<file path="config.mk">
export PLATFORM = sky130hd
export DESIGN_NAME = period_frequency_meter_flat
export DESIGN_NICKNAME = d
export VERILOG_FILES = /design/src/design/pfm_pkg.sv /design/src/design/pfm_if.sv /design/src/design/pfm_div.sv /design/src/design/pfm_ctrl.sv /design/src/design/pfm_dp.sv /design/src/design/period_frequency_meter.sv /design/src/flat_wrapper.sv
export SDC_FILE = /design/constraint.sdc
export NUM_CORES = 1
export LEC_CHECK = 0
export BUFFER_PORTS_ARGS = -buffer_cell sky130_fd_sc_hd__buf_2
export CAP_MARGIN = 20
export CORE_ASPECT_RATIO = 1.75
export CORE_MARGIN = 1
export CORE_UTILIZATION = 64
export CTS_CLUSTER_SIZE = 10
export DETAILED_ROUTE_END_ITERATION = 8
export MAX_ROUTING_LAYER = met4
export PLACE_DENSITY = 0.82
export SYNTH_ARGS = -nofsm -noshare
export SYNTH_HDL_FRONTEND = slang
export SYNTH_SLANG_ARGS = --single-unit
</file>
<file path="constraint.sdc">
create_clock -name clk -period 8.1 [get_ports clk]
set_clock_uncertainty 0.15 [all_clocks]
set_input_delay 1.62 -clock clk [delete_from_list [all_inputs] [get_ports clk]]
set_output_delay 1.62 -clock clk [all_outputs]
set_load 0.02 [all_outputs]
</file>
<file path="src/design/pfm_pkg.sv">
`default_nettype none
// ----------------------------------------------------------------------------
// pfm_pkg
// shared widths, constants, register indexes and control types for the
// period frequency meter
// ----------------------------------------------------------------------------
package pfm_pkg;

  localparam int TPU_W      = 8;
  localparam int TW_W       = 11;
  localparam int PER_W      = 32;
  localparam int FRQ_W      = 20;
  localparam int DIVISOR_W  = 20;
  localparam int CFG_IDX_W  = 8;
  localparam int CFG_DATA_W = 11;

  localparam logic [FRQ_W-1:0]      US_PER_SECOND = 20'd1000000;
  localparam logic [TPU_W-1:0]      TPU_RESET     = 8'd16;
  localparam logic [TW_W-1:0]       TW_RESET      = 11'd1;

  localparam logic [CFG_IDX_W-1:0]  REG_TICKS_PER_US = 8'd0;
  localparam logic [CFG_IDX_W-1:0]  REG_TICK_WEIGHT  = 8'd1;

  typedef struct packed {
    logic cnt_clear;
    logic cnt_tick;
    logic mul_load;
    logic div_start;
    logic div_freq;
    logic per_load;
    logic out_load;
  } pfm_cmd_t;

  typedef struct packed {
    logic div_done;
    logic out_full;
  } pfm_sts_t;

endpackage
`default_nettype wire

</file>
<file path="src/design/pfm_if.sv">
`default_nettype none
// ----------------------------------------------------------------------------
// pfm channel interfaces
// sample, result and configuration channels with valid/ready handshake
// ----------------------------------------------------------------------------
interface pfm_in_if;
  import pfm_pkg::*;
  logic valid;
  logic ready;
  logic signal_level;
  modport source (output valid, output signal_level, input ready);
  modport sink   (input valid, input signal_level, output ready);
endinterface

interface pfm_out_if;
  import pfm_pkg::*;
  logic             valid;
  logic             ready;
  logic [PER_W-1:0] period_us;
  logic [FRQ_W-1:0] frequency_hz;
  logic             too_short;
  logic             count_overflow;
  modport source (output valid, output period_us, output frequency_hz,
                  output too_short, output count_overflow, input ready);
  modport sink   (input valid, input period_us, input frequency_hz,
                  input too_short, input count_overflow, output ready);
endinterface

interface pfm_cfg_if;
  import pfm_pkg::*;
  logic                  valid;
  logic                  ready;
  logic [CFG_IDX_W-1:0]  index;
  logic [CFG_DATA_W-1:0] data;
  modport source (output valid, output index, output data, input ready);
  modport sink   (input valid, input index, input data, output ready);
endinterface
`default_nettype wire

</file>
<file path="src/design/pfm_div.sv">
`default_nettype none
// ----------------------------------------------------------------------------
// pfm_div
// restoring divider, one quotient bit per cycle
// ----------------------------------------------------------------------------
module pfm_div #(
  parameter int DW = 43
) (
  input  wire logic                          clk,
  input  wire logic                          rst_n,
  input  wire logic                          start,
  input  wire logic [DW-1:0]                 dividend,
  input  wire logic [pfm_pkg::DIVISOR_W-1:0] divisor,
  output logic                               done,
  output logic [DW-1:0]                      quotient
);
  import pfm_pkg::*;

  localparam int CW = $clog2(DW + 1);

  logic                 busy_r, busy_nxt;
  logic [CW-1:0]        cnt_r, cnt_nxt;
  logic [DW-1:0]        quo_r, quo_nxt;
  logic [DIVISOR_W-1:0] rem_r, rem_nxt;
  logic [DIVISOR_W-1:0] dsr_r, dsr_nxt;
  logic [DIVISOR_W:0]   rem_sh;
  logic                 ge;

  assign rem_sh = {rem_r, quo_r[DW-1]};
  assign ge     = rem_sh >= {1'b0, dsr_r};

  always_comb begin
    busy_nxt = busy_r;
    cnt_nxt  = cnt_r;
    quo_nxt  = quo_r;
    rem_nxt  = rem_r;
    dsr_nxt  = dsr_r;
    if (start) begin
      busy_nxt = 1'b1;
      cnt_nxt  = CW'(DW);
      quo_nxt  = dividend;
      rem_nxt  = '0;
      dsr_nxt  = divisor;
    end else if (busy_r) begin
      quo_nxt = {quo_r[DW-2:0], ge};
      rem_nxt = ge ? DIVISOR_W'(rem_sh - {1'b0, dsr_r}) : rem_sh[DIVISOR_W-1:0];
      cnt_nxt = cnt_r - CW'(1);
      if (cnt_r == CW'(1)) begin
        busy_nxt = 1'b0;
      end
    end
  end

  always_ff @(posedge clk) begin
    if (!rst_n) begin
      busy_r <= 1'b0;
      cnt_r  <= '0;
    end else begin
      busy_r <= busy_nxt;
      cnt_r  <= cnt_nxt;
    end
    quo_r <= quo_nxt;
    rem_r <= rem_nxt;
    dsr_r <= dsr_nxt;
  end

  assign done     = !busy_r;
  assign quotient = quo_r;

endmodule
`default_nettype wire

</file>
<file path="src/design/pfm_ctrl.sv">
`default_nettype none
// ----------------------------------------------------------------------------
// pfm_ctrl
// sync and counting phases plus sequencing of multiply, divides and output
// ----------------------------------------------------------------------------
module pfm_ctrl (
  input  wire logic              clk,
  input  wire logic              rst_n,
  input  wire logic              in_valid,
  input  wire logic              in_level,
  output logic                   in_ready,
  input  wire pfm_pkg::pfm_sts_t sts,
  output pfm_pkg::pfm_cmd_t      cmd
);
  import pfm_pkg::*;

  typedef enum logic [2:0] {
    ST_SYNC_HI,
    ST_SYNC_LO,
    ST_CNT_HI,
    ST_CNT_LO,
    ST_MUL,
    ST_PER_GO,
    ST_PER_WAIT,
    ST_FRQ_WAIT
  } state_t;

  state_t state_r, state_nxt;
  logic   acc;

  assign in_ready = (state_r == ST_SYNC_HI) || (state_r == ST_SYNC_LO) ||
                    (state_r == ST_CNT_HI)  || (state_r == ST_CNT_LO);
  assign acc      = in_valid && in_ready;

  always_comb begin
    state_nxt = state_r;
    cmd       = '0;
    case (state_r)
      ST_SYNC_HI: begin
        if (acc && in_level) begin
          state_nxt = ST_SYNC_LO;
        end
      end
      ST_SYNC_LO: begin
        if (acc && !in_level) begin
          cmd.cnt_clear = 1'b1;
          state_nxt     = ST_CNT_HI;
        end
      end
      ST_CNT_HI: begin
        if (acc) begin
          cmd.cnt_tick = 1'b1;
          if (in_level) begin
            state_nxt = ST_CNT_LO;
          end
        end
      end
      ST_CNT_LO: begin
        if (acc) begin
          cmd.cnt_tick = 1'b1;
          if (!in_level) begin
            state_nxt = ST_MUL;
          end
        end
      end
      ST_MUL: begin
        cmd.mul_load = 1'b1;
        state_nxt    = ST_PER_GO;
      end
      ST_PER_GO: begin
        cmd.div_start = 1'b1;
        state_nxt     = ST_PER_WAIT;
      end
      ST_PER_WAIT: begin
        if (sts.div_done) begin
          cmd.per_load  = 1'b1;
          cmd.div_start = 1'b1;
          cmd.div_freq  = 1'b1;
          state_nxt     = ST_FRQ_WAIT;
        end
      end
      ST_FRQ_WAIT: begin
        if (sts.div_done && !sts.out_full) begin
          cmd.out_load = 1'b1;
          state_nxt    = ST_SYNC_HI;
        end
      end
      default: begin
        state_nxt = ST_SYNC_HI;
      end
    endcase
  end

  always_ff @(posedge clk) begin
    if (!rst_n) begin
      state_r <= ST_SYNC_HI;
    end else begin
      state_r <= state_nxt;
    end
  end

endmodule
`default_nettype wire

</file>
<file path="src/design/pfm_dp.sv">
`default_nettype none
// ----------------------------------------------------------------------------
// pfm_dp
// configuration registers, tick counter, multiplier, divider and output stage
// ----------------------------------------------------------------------------
module pfm_dp #(
  parameter int COUNT_WIDTH = 32
) (
  input  wire logic                            clk,
  input  wire logic                            rst_n,
  input  wire logic                            cfg_valid,
  input  wire logic [pfm_pkg::CFG_IDX_W-1:0]   cfg_index,
  input  wire logic [pfm_pkg::CFG_DATA_W-1:0]  cfg_data,
  input  wire pfm_pkg::pfm_cmd_t               cmd,
  output pfm_pkg::pfm_sts_t                    sts,
  input  wire logic                            out_ready,
  output logic                                 out_valid,
  output logic [pfm_pkg::PER_W-1:0]            out_period_us,
  output logic [pfm_pkg::FRQ_W-1:0]            out_frequency_hz,
  output logic                                 out_too_short,
  output logic                                 out_count_overflow
);
  import pfm_pkg::*;

  localparam int PW = COUNT_WIDTH + TW_W;
  localparam int EW = (PW > PER_W) ? PW : PER_W;

  logic [TPU_W-1:0]       tpu_r;
  logic [TW_W-1:0]        tw_r;
  logic [COUNT_WIDTH-1:0] count_r;
  logic                   ovf_r;
  logic [PW-1:0]          prod_r;
  logic [PW-1:0]          period_r;
  logic                   out_valid_r;
  logic [PER_W-1:0]       per_out_r;
  logic [FRQ_W-1:0]       frq_out_r;
  logic                   short_r;
  logic                   ovf_out_r;

  logic [TPU_W-1:0]       tpu_eff;
  logic [PW-1:0]          div_dividend;
  logic [DIVISOR_W-1:0]   div_divisor;
  logic                   div_done;
  logic [PW-1:0]          div_quo;
  logic [EW-1:0]          period_ext;
  logic                   per_zero;

  // the frequency divide starts in the cycle the period is loaded
  assign tpu_eff      = (tpu_r == '0) ? TPU_W'(1) : tpu_r;
  assign div_dividend = cmd.div_freq ? PW'(US_PER_SECOND) : prod_r;
  assign div_divisor  = cmd.div_freq ? div_quo[DIVISOR_W-1:0] : DIVISOR_W'(tpu_eff);

  pfm_div #(
    .DW(PW)
  ) u_div (
    .clk      (clk),
    .rst_n    (rst_n),
    .start    (cmd.div_start),
    .dividend (div_dividend),
    .divisor  (div_divisor),
    .done     (div_done),
    .quotient (div_quo)
  );

  assign period_ext = EW'(period_r);
  assign per_zero   = period_r == '0;

  always_ff @(posedge clk) begin
    if (!rst_n) begin
      tpu_r <= TPU_RESET;
      tw_r  <= TW_RESET;
    end else if (cfg_valid) begin
      if (cfg_index == REG_TICKS_PER_US) begin
        tpu_r <= cfg_data[TPU_W-1:0];
      end else if (cfg_index == REG_TICK_WEIGHT) begin
        tw_r <= cfg_data;
      end
    end
  end

  always_ff @(posedge clk) begin
    if (cmd.cnt_clear) begin
      count_r <= '0;
      ovf_r   <= 1'b0;
    end else if (cmd.cnt_tick) begin
      if (count_r == '1) begin
        ovf_r <= 1'b1;
      end else begin
        count_r <= count_r + COUNT_WIDTH'(1);
      end
    end
    if (cmd.mul_load) begin
      prod_r <= PW'(count_r) * PW'(tw_r);
    end
    if (cmd.per_load) begin
      period_r <= div_quo;
    end
  end

  always_ff @(posedge clk) begin
    if (!rst_n) begin
      out_valid_r <= 1'b0;
    end else if (cmd.out_load) begin
      out_valid_r <= 1'b1;
    end else if (out_ready) begin
      out_valid_r <= 1'b0;
    end
    if (cmd.out_load) begin
      per_out_r <= (period_ext > EW'(32'hFFFF_FFFF)) ? '1 : period_ext[PER_W-1:0];
      frq_out_r <= (per_zero || period_r > PW'(US_PER_SECOND)) ? '0 : div_quo[FRQ_W-1:0];
      short_r   <= per_zero;
      ovf_out_r <= ovf_r;
    end
  end

  assign sts.div_done       = div_done;
  assign sts.out_full       = out_valid_r;
  assign out_valid          = out_valid_r;
  assign out_period_us      = per_out_r;
  assign out_frequency_hz   = frq_out_r;
  assign out_too_short      = short_r;
  assign out_count_overflow = ovf_out_r;

endmodule
`default_nettype wire

</file>
<file path="src/design/period_frequency_meter.sv">
`default_nettype none
// ----------------------------------------------------------------------------
// period_frequency_meter
// measures the period of a sampled signal and derives its frequency
//
// in_ch takes one signal sample per transaction. the block syncs on a high
// then low level, then counts samples over one full high/low period, counting
// the sample that sees the closing low level.
// that closing sample starts the arithmetic: count * tick_weight, then two
// bit-serial divides (by ticks_per_us, then 1000000 by the period), after
// which the result is loaded onto out_ch. in_ch.ready is low meanwhile; at
// other times one sample is taken per cycle.
// the result sits in an output register: sampling resumes while it waits,
// and a later result waits for the receiver before the block takes more
// samples. cfg_ch is always ready; index 0 is ticks_per_us, index 1 is
// tick_weight, other indexes are ignored. reset restores 16 and 1, drops
// any pending result and restarts the sync.
// ----------------------------------------------------------------------------
module period_frequency_meter #(
  parameter int COUNT_WIDTH = 32
) (
  input  wire logic  clk,
  input  wire logic  rst_n,
  pfm_in_if.sink     in_ch,
  pfm_out_if.source  out_ch,
  pfm_cfg_if.sink    cfg_ch
);
  import pfm_pkg::*;

  pfm_cmd_t cmd;
  pfm_sts_t sts;

  assign cfg_ch.ready = 1'b1;

  pfm_ctrl u_ctrl (
    .clk      (clk),
    .rst_n    (rst_n),
    .in_valid (in_ch.valid),
    .in_level (in_ch.signal_level),
    .in_ready (in_ch.ready),
    .sts      (sts),
    .cmd      (cmd)
  );

  pfm_dp #(
    .COUNT_WIDTH(COUNT_WIDTH)
  ) u_dp (
    .clk                (clk),
    .rst_n              (rst_n),
    .cfg_valid          (cfg_ch.valid),
    .cfg_index          (cfg_ch.index),
    .cfg_data           (cfg_ch.data),
    .cmd                (cmd),
    .sts                (sts),
    .out_ready          (out_ch.ready),
    .out_valid          (out_ch.valid),
    .out_period_us      (out_ch.period_us),
    .out_frequency_hz   (out_ch.frequency_hz),
    .out_too_short      (out_ch.too_short),
    .out_count_overflow (out_ch.count_overflow)
  );

endmodule
`default_nettype wire

</file>
<file path="src/flat_wrapper.sv">
// flat-port wrapper written by rule: the top's interface ports become plain ports
module period_frequency_meter_flat import pfm_pkg::*;
#(
  parameter int COUNT_WIDTH = 32
)
  (clk, rst_n, in_ch_valid, in_ch_signal_level, in_ch_ready, out_ch_valid, out_ch_period_us, out_ch_frequency_hz, out_ch_too_short, out_ch_count_overflow, out_ch_ready, cfg_ch_valid, cfg_ch_index, cfg_ch_data, cfg_ch_ready);
  pfm_in_if in_ch_i ();
  pfm_out_if out_ch_i ();
  pfm_cfg_if cfg_ch_i ();
  input  wire logic clk;
  input  wire logic rst_n;
  input wire logic [$bits(in_ch_i.valid)-1:0] in_ch_valid;
  input wire logic [$bits(in_ch_i.signal_level)-1:0] in_ch_signal_level;
  output wire logic [$bits(in_ch_i.ready)-1:0] in_ch_ready;
  output wire logic [$bits(out_ch_i.valid)-1:0] out_ch_valid;
  output wire logic [$bits(out_ch_i.period_us)-1:0] out_ch_period_us;
  output wire logic [$bits(out_ch_i.frequency_hz)-1:0] out_ch_frequency_hz;
  output wire logic [$bits(out_ch_i.too_short)-1:0] out_ch_too_short;
  output wire logic [$bits(out_ch_i.count_overflow)-1:0] out_ch_count_overflow;
  input wire logic [$bits(out_ch_i.ready)-1:0] out_ch_ready;
  input wire logic [$bits(cfg_ch_i.valid)-1:0] cfg_ch_valid;
  input wire logic [$bits(cfg_ch_i.index)-1:0] cfg_ch_index;
  input wire logic [$bits(cfg_ch_i.data)-1:0] cfg_ch_data;
  output wire logic [$bits(cfg_ch_i.ready)-1:0] cfg_ch_ready;
  assign in_ch_i.valid = in_ch_valid;
  assign in_ch_i.signal_level = in_ch_signal_level;
  assign in_ch_ready = in_ch_i.ready;
  assign out_ch_valid = out_ch_i.valid;
  assign out_ch_period_us = out_ch_i.period_us;
  assign out_ch_frequency_hz = out_ch_i.frequency_hz;
  assign out_ch_too_short = out_ch_i.too_short;
  assign out_ch_count_overflow = out_ch_i.count_overflow;
  assign out_ch_i.ready = out_ch_ready;
  assign cfg_ch_i.valid = cfg_ch_valid;
  assign cfg_ch_i.index = cfg_ch_index;
  assign cfg_ch_i.data = cfg_ch_data;
  assign cfg_ch_ready = cfg_ch_i.ready;
  period_frequency_meter #(.COUNT_WIDTH(COUNT_WIDTH)) u_core (.clk(clk), .rst_n(rst_n), .in_ch(in_ch_i), .out_ch(out_ch_i), .cfg_ch(cfg_ch_i));
endmodule
</file>
==> results of run 1 <==
==> area by class of cell <==
type	count	area, sq um
multi-input combinational	1647	13800
fill	2572	10500
sequential	286	7760
inverter	324	1220
clock buffer	44	962
timing repair buffer	103	598
tap	465	582
clock inverter	3	33.8
==> registers in the layout, summed over array words and instances (netlist names), 3 cells and up <==
| name | flops |
|---|---|
| u_core.u_dp.period_ext | 43 |
| u_core.u_dp.prod_r | 43 |
| u_core.u_dp.u_div.quotient | 43 |
| u_core.u_dp.count_r | 32 |
| u_core.u_dp.out_period_us | 32 |
| u_core.u_dp.out_frequency_hz | 20 |
| u_core.u_dp.u_div.dsr_r | 20 |
| u_core.u_dp.u_div.rem_r | 20 |
| u_core.u_dp.tw_r | 11 |
| u_core.u_dp.tpu_r | 8 |
| u_core.u_dp.u_div.cnt_r | 6 |
| u_core.u_ctrl.state_r | 3 |
==> power groups by stage <==
| stage | registers [W] | logic (W) | clock network (W) |
|---|---|---|---|
| 6_report | 0.00160 | 0.000134 | 0.00139 |
| 5_1_grt | 0.00160 | 0.000149 | 0.00145 |
| 4_1_cts | 0.00160 | 0.000133 | 0.00141 |
| 3_5_place_dp | 0.00163 | 0.000132 | 0 |
| 3_3_place_gp | 0.00163 | 0.000128 | 0 |
| 2_1_floorplan | 0.00161 | 0.000110 | 0 |
==> metrics by stage <==
step / instances / utilization (%)
after floorplan: 2374 / -
after global placement: 2822 / 67.4
after detailed placement: 2823 / 67.4
after CTS: 2870 / 70.2
after global routing: 2872 / 70.4
final: 2872 / 70.4
==> cell families after synthesis <==
kind of cell,count (synthesis)
buffers and inverters,441
AO/OA/AOI/OAI,285
adder cells (fa/ha/maj),374
multiplexers,33
XOR/XNOR,76
other,1
AND/OR/NAND/NOR,878
flip-flops,286
==> cells in the final DEF (no fill, tap or decap), types with 15 or more instances in the layout <==
cell type and n:
nand3_1 37, buf_4 21, xor2_1 35, nor2b_1 28
clkbuf_16 37, a21oi_1 106, dfxtp_1 83, and2_1 193
fa_1 270, inv_1 322, a21o_1 24, nor3_1 28
edfxtp_1 203, xnor2_1 41, o21ai_0 65, nand4_1 15
ha_1 104, mux2i_1 31, nand2_1 392, nor2_1 89
buf_2 80, or2_2 34
==> worst paths after layout <==
kind / from / end
setup reg to reg: u_core.u_dp.count_r[2]$_SDFFE_PP0P_ / u_core.u_dp.prod_r[42]$_DFFE_PP_
setup / recovery: u_core.u_dp.count_r[2]$_SDFFE_PP0P_ / u_core.u_dp.prod_r[42]$_DFFE_PP_
hold reg to reg: u_core.u_dp.u_div.quotient[23]$_DFFE_PP_ / u_core.u_dp.period_ext[23]$_DFFE_PP_
hold / removal: u_core.u_dp.u_div.quotient[23]$_DFFE_PP_ / u_core.u_dp.period_ext[23]$_DFFE_PP_
==> per-layer routing <==
metal | vias to the layer above | part of all wire (%)
met5 | - | 0
met4 | 0 | 8.8
met3 | 312 | 4.8
met2 | 746 | 54
met1 | 8232 | 33
li1 | 7663 | -
==> flow_metrics.py, run 1 <==
metrics = {
    "clocking": {
        "numCtsBuffers": 35,
        "max-clock-path-buffers": 3,
        "clock_sink_count": 286,
        "clk_latency_ns": 0.52,
        "cts_resized": 0,
        "cts_tree": "built",
        "ctsRootBufferMaster": "clkbuf_16",
        "hold_buffers": 0,
        "htreeDepth": 2,
        "clkTransAtPathRegs_ns": 0.05,
        "cts_setup_buffers": 0,
    },
    "power": {
        "p_clk_share_pct": 44.4,
        "max-vdd-ir-drop_uv": 118,
        "total_power_w": 0.00313,
        "p_comb_share_pct": 4.3,
        "power_frac_seq_pct": 51.3,
        "leakage_nw": 10.9,
        "switching_power_w": 0.000669,
        "switching_share_pct": 21.4,
        "internal-power_w": 0.00246,
        "power.density_mw_per_mm2": 125,
    },
    "global_route": {
        "gr-usage-met3_pct": 3.57,
        "grt_overflow": 0,
        "use_met1_pct": 31.1,
        "track_usage_pct": 32.7,
        "use_met2_pct": 59.4,
        "grt_pass1_wl_mm": 91.0,
        "first_global_vias": 18400,
        "antenna_found_initial": 1,
        "grt-busiest-layer": "met2",
        "grt_max_degree": 96,
    },
    "setup_path": {
        "crit_top_cell": "fa_1",
        "cp_data_arrival_time_ns": 7.03,
        "cp.buffers_inverters": 3,
        "worst-path-stages": 18,
        "cp.required_ns": 8.21,
        "cpMaxStageDelayCell": "dfxtp_1",
        "reg2reg_depth": 18,
        "setup.worst_path.class": "register to register",
        "crit_path_start_kind": "register",
        "endpoint_kind": "register",
        "path_max_fanout": 15,
        "path_cells": "nand2_1 -> fa_1 -> fa_1 -> inv_1 -> fa_1 -> fa_1 -> inv_1 -> fa_1 -> inv_1 -> ha_1 -> o21ai_0 -> o21ai_0 -> a211oi_1 -> a2111oi_2 -> o31ai_1 -> or4_1 -> nand2_1 -> xnor2_1",
        "max_stage_delay_ns": 0.72,
        "critPathTopFamily": "adder cells",
        "r2r_slack_ns": 1.18,
    },
    "timing": {
        "final_max_slew_viol_count": 0,
        "setup-violations-final": 0,
        "finalHoldViolations": 0,
        "timing.hold.ws_ns": 0.298,
        "fmax_mhz": 145,
        "min_period_ns": 6.92,
        "max-slew-margin-rel_pct": 35.6,
        "rsz0062_at_grt": "no",
        "setup_ws_ns": 1.18,
        "tns_ns": 0,
        "fin_crit_sh_pct": 85.4,
        "worstMarginPinSlew_ns": 0.967,
    },
    "floorplanning": {
        "die_area_sq_mm": 0.0370,
        "io_pins": 82,
        "dieWidth_um": 146,
        "rows": 91,
        "core-area_sq_mm": 0.0354,
        "die_h_um": 254,
        "initial_core_util_pct": 65.4,
    },
    "synth": {
        "ys_seq_area_share_pct": 33.5,
        "synth-simple-area-share_pct": 18.4,
        "synth_compound_area_share_pct": 7.60,
        "async_reset_ff_share_pct": 0,
        "synth.top_cells.by_area": "edfxtp_1 26%, fa_1 23%, dfxtp_1 7.2%",
        "synth_top_family_by_area": "adder cells",
        "muxShareOfSynthArea_pct": 1.44,
        "ys_warn_count": 0,
        "yosys.area.top_type": "edfxtp_1",
        "synth_edf_count": 203,
        "postSynthAreaPerCell_sq_um": 9.76,
        "yosysMostFrequentCell": "nand2_1",
        "ys_types": 74,
        "synth_top_area_share_pct": 26.3,
        "ys_seq_elements": 286,
        "syn_nets": 2773,
        "synth_xor_area_share_pct": 2.87,
        "synthTopCellsByCount": "392 x nand2_1, 324 x inv_1, 270 x fa_1, 203 x edfxtp_1, 192 x and2_1",
        "synthAdderAreaFrac_pct": 28.9,
        "syn_inst": 2374,
        "synth_area_sq_mm": 0.0232,
        "ys.flop_type": "edfxtp_1",
    },
    "placed_design": {
        "port_buffers": 80,
        "post_dp_cell_area_sq_mm": 0.0239,
        "hpwl_mm": 43.3,
        "dp_slack_ns": 1.35,
        "gp_congestion": 1.01,
    },
    "finish": {
        "diodes": 0,
        "area_delta_synth_final_pct": 7.50,
        "final_nets": 2796,
        "drive_gt1_share_pct": 8.14,
        "final_area_sq_mm": 0.0249,
    },
    "detailed_routing": {
        "ant_nets": 0,
        "wirelength_mm": 55.9,
        "drtIter0Drc": 1041,
        "drc": 0,
        "avgViaCountPerCell": 5.90,
        "wire_per_inst_um": 19.5,
        "num_vias": 17000,
        "firstDrtPassIters": 5,
    },
    "status": {
        "status": "finished, final reports clean",
    },
    "worst_hold_path": {
        "hold_class": "register to register",
        "min_path_cells": 0,
    },
    "run": {
        "maxCapViolCount": 0,
    },
}
No activity file was read; power rests on OpenSTA's default activity.
==> run 2, diff against run 1 <==
RECOVER_POWER = 50   (was not set)
==> flow_metrics.py, run 2 (same netlist as run 1, synthesis figures left out) <==
metrics = {
    "status": {
        "status": "finished with violations",
        "violations": "max-capacitance violations, max-slew violations",
    },
    "clocking": {
        "clkTransAtPathRegs_ns": 0.05,
        "hold_buffers": 0,
        "cts_tree": "built",
        "numCtsBuffers": 35,
        "ctsRootBufferMaster": "clkbuf_16",
        "clk_latency_ns": 0.52,
        "max-clock-path-buffers": 3,
        "htreeDepth": 2,
        "cts_resized": 0,
        "clock_sink_count": 286,
        "cts_setup_buffers": 0,
    },
    "finish": {
        "diodes": 0,
        "final_common_cell": "nand2_1",
        "final_nets": 2796,
        "final_area_sq_mm": 0.0248,
        "final_cell_mix": "392 x nand2_1, 324 x inv_1, 270 x fa_1",
        "area_delta_synth_final_pct": 7.21,
        "fin_cells": 2872,
        "drive_gt1_share_pct": 7.19,
    },
    "power": {
        "leakage_nw": 10.9,
        "max-vdd-ir-drop_uv": 118,
        "power.density_mw_per_mm2": 126,
    },
    "timing": {
        "tns_ns": 0,
        "min_period_ns": 6.92,
        "timing.hold.ws_ns": 0.298,
        "finalHoldViolations": 0,
        "max-slew-margin-rel_pct": -169,
        "rsz0062_at_grt": "no",
        "setup-violations-final": 0,
        "fin_crit_sh_pct": 85.4,
        "fmax_mhz": 145,
        "worstMarginPinSlew_ns": 4.04,
        "final_max_slew_viol_count": 183,
    },
    "floorplanning": {
        "io_pins": 82,
        "rows": 91,
        "die_area_sq_mm": 0.0370,
        "die_h_um": 254,
        "initial_core_util_pct": 65.4,
        "dieWidth_um": 146,
        "core-area_sq_mm": 0.0354,
    },
    "setup_path": {
        "max_stage_delay_ns": 0.75,
        "endpoint_kind": "register",
        "cp.required_ns": 8.21,
        "reg2reg_depth": 18,
        "setup.worst_path.class": "register to register",
        "cpMaxStageDelayCell": "dfxtp_1",
        "crit_path_start_kind": "register",
        "cp_data_arrival_time_ns": 7.02,
        "path_cells": "nand2_1 -> fa_1 -> fa_1 -> inv_1 -> fa_1 -> fa_1 -> inv_1 -> fa_1 -> inv_1 -> ha_1 -> o21ai_0 -> o21ai_0 -> a211oi_1 -> a2111oi_2 -> o31ai_1 -> or4_1 -> nand2_1 -> xnor2_1",
        "crit_top_cell": "fa_1",
        "path_max_fanout": 15,
    },
    "detailed_routing": {
        "drc": 0,
        "firstDrtPassIters": 7,
        "num_vias": 17000,
        "ant_nets": 0,
        "wire_per_inst_um": 19.5,
        "wirelength_mm": 55.9,
        "drtIter0Drc": 1076,
        "avgViaCountPerCell": 5.90,
    },
    "worst_hold_path": {
        "min_path_cells": 0,
        "hold_class": "register to register",
    },
    "placed_design": {
        "port_buffers": 80,
        "hpwl_mm": 43.3,
        "dp_cells": 2823,
        "post_dp_cell_area_sq_mm": 0.0239,
        "gp_congestion": 1.01,
    },
    "run": {
        "maxCapViolCount": 3,
    },
    "global_route": {
        "grt_pass1_wl_mm": 91.0,
        "first_global_vias": 18400,
        "antenna_found_initial": 1,
        "grt_overflow": 0,
        "grt_max_degree": 96,
        "track_usage_pct": 32.7,
    },
}
-- run 2: changes by cell type in the layout (fill, tap and decap cells not counted), moves of 2 or more --
cell,change
and2_0,+8
and2_1,-8
buf_12,-2
buf_2,-15
clkbuf_1,+18
inv_1,+2
inv_2,-2
-- run 2: stage by stage --
step / worst slack (ns) / util [%] / total power [W]
floorplan: 2.04 / - / 0.00172
global placement: 1.51 / 67.4 / 0.00176
detailed placement: 1.35 / 67.4 / 0.00176
CTS: 1.29 / 70.2 / 0.00314
global route: 0.937 / 70.2 / 0.00321
finish: 1.18 / 70.2 / 0.00313
-- run 2: path summary, 6_finish.rpt --
check / startpoint / to / slack [ns]
min reg2reg: u_core.u_dp.u_div.quotient[23]$_DFFE_PP_ / u_core.u_dp.period_ext[23]$_DFFE_PP_ / 0.30
max reg2reg: u_core.u_dp.count_r[7]$_SDFFE_PP0P_ / u_core.u_dp.prod_r[42]$_DFFE_PP_ / 1.18
max: u_core.u_dp.count_r[7]$_SDFFE_PP0P_ / u_core.u_dp.prod_r[42]$_DFFE_PP_ / 1.18
min: u_core.u_dp.u_div.quotient[23]$_DFFE_PP_ / u_core.u_dp.period_ext[23]$_DFFE_PP_ / 0.30
-- run 2: layout make-up --
type,count,area [sq um]
clock buffers,44,962
clock inverters,3,33.8
fillers,2592,10600
inverters,324,1220
multi-input cells,1647,13800
flip-flops and latches,286,7760
well taps,465,582
repair buffers,103,543
-- run 2: routing by layer --
metal | vias to the layer above | routed length (um) | track usage, % | part of all wire, %
met2 | 729 | 30000 | 59.4 | 54
met4 | 0 | 4950 | 26.6 | 8.9
met3 | 315 | 2690 | 3.57 | 4.8
li1 | 7658 | - | - | -
met1 | 8255 | 18200 | 31.1 | 33
met5 | - | 0 | - | 0
-- run 2: worst max-delay path, delay by kind of cell, from the launching register on --
family                   cells  cell delay (ns)
adder cells (fa/ha/maj)      6             3.06
AO/OA/AOI/OAI                5             1.63
AND/OR/NAND/NOR              3             0.83
flip-flops                   1             0.75
buffers and inverters        3             0.18
XOR/XNOR                     1             0.07
-- run 2: report_power, final --
group	internal (W)	switching [W]	leakage, nW
Combinational	0.0000587	0.0000751	7.97
Clock	0.000828	0.000560	0.486
Sequential	0.00157	0.0000343	2.40
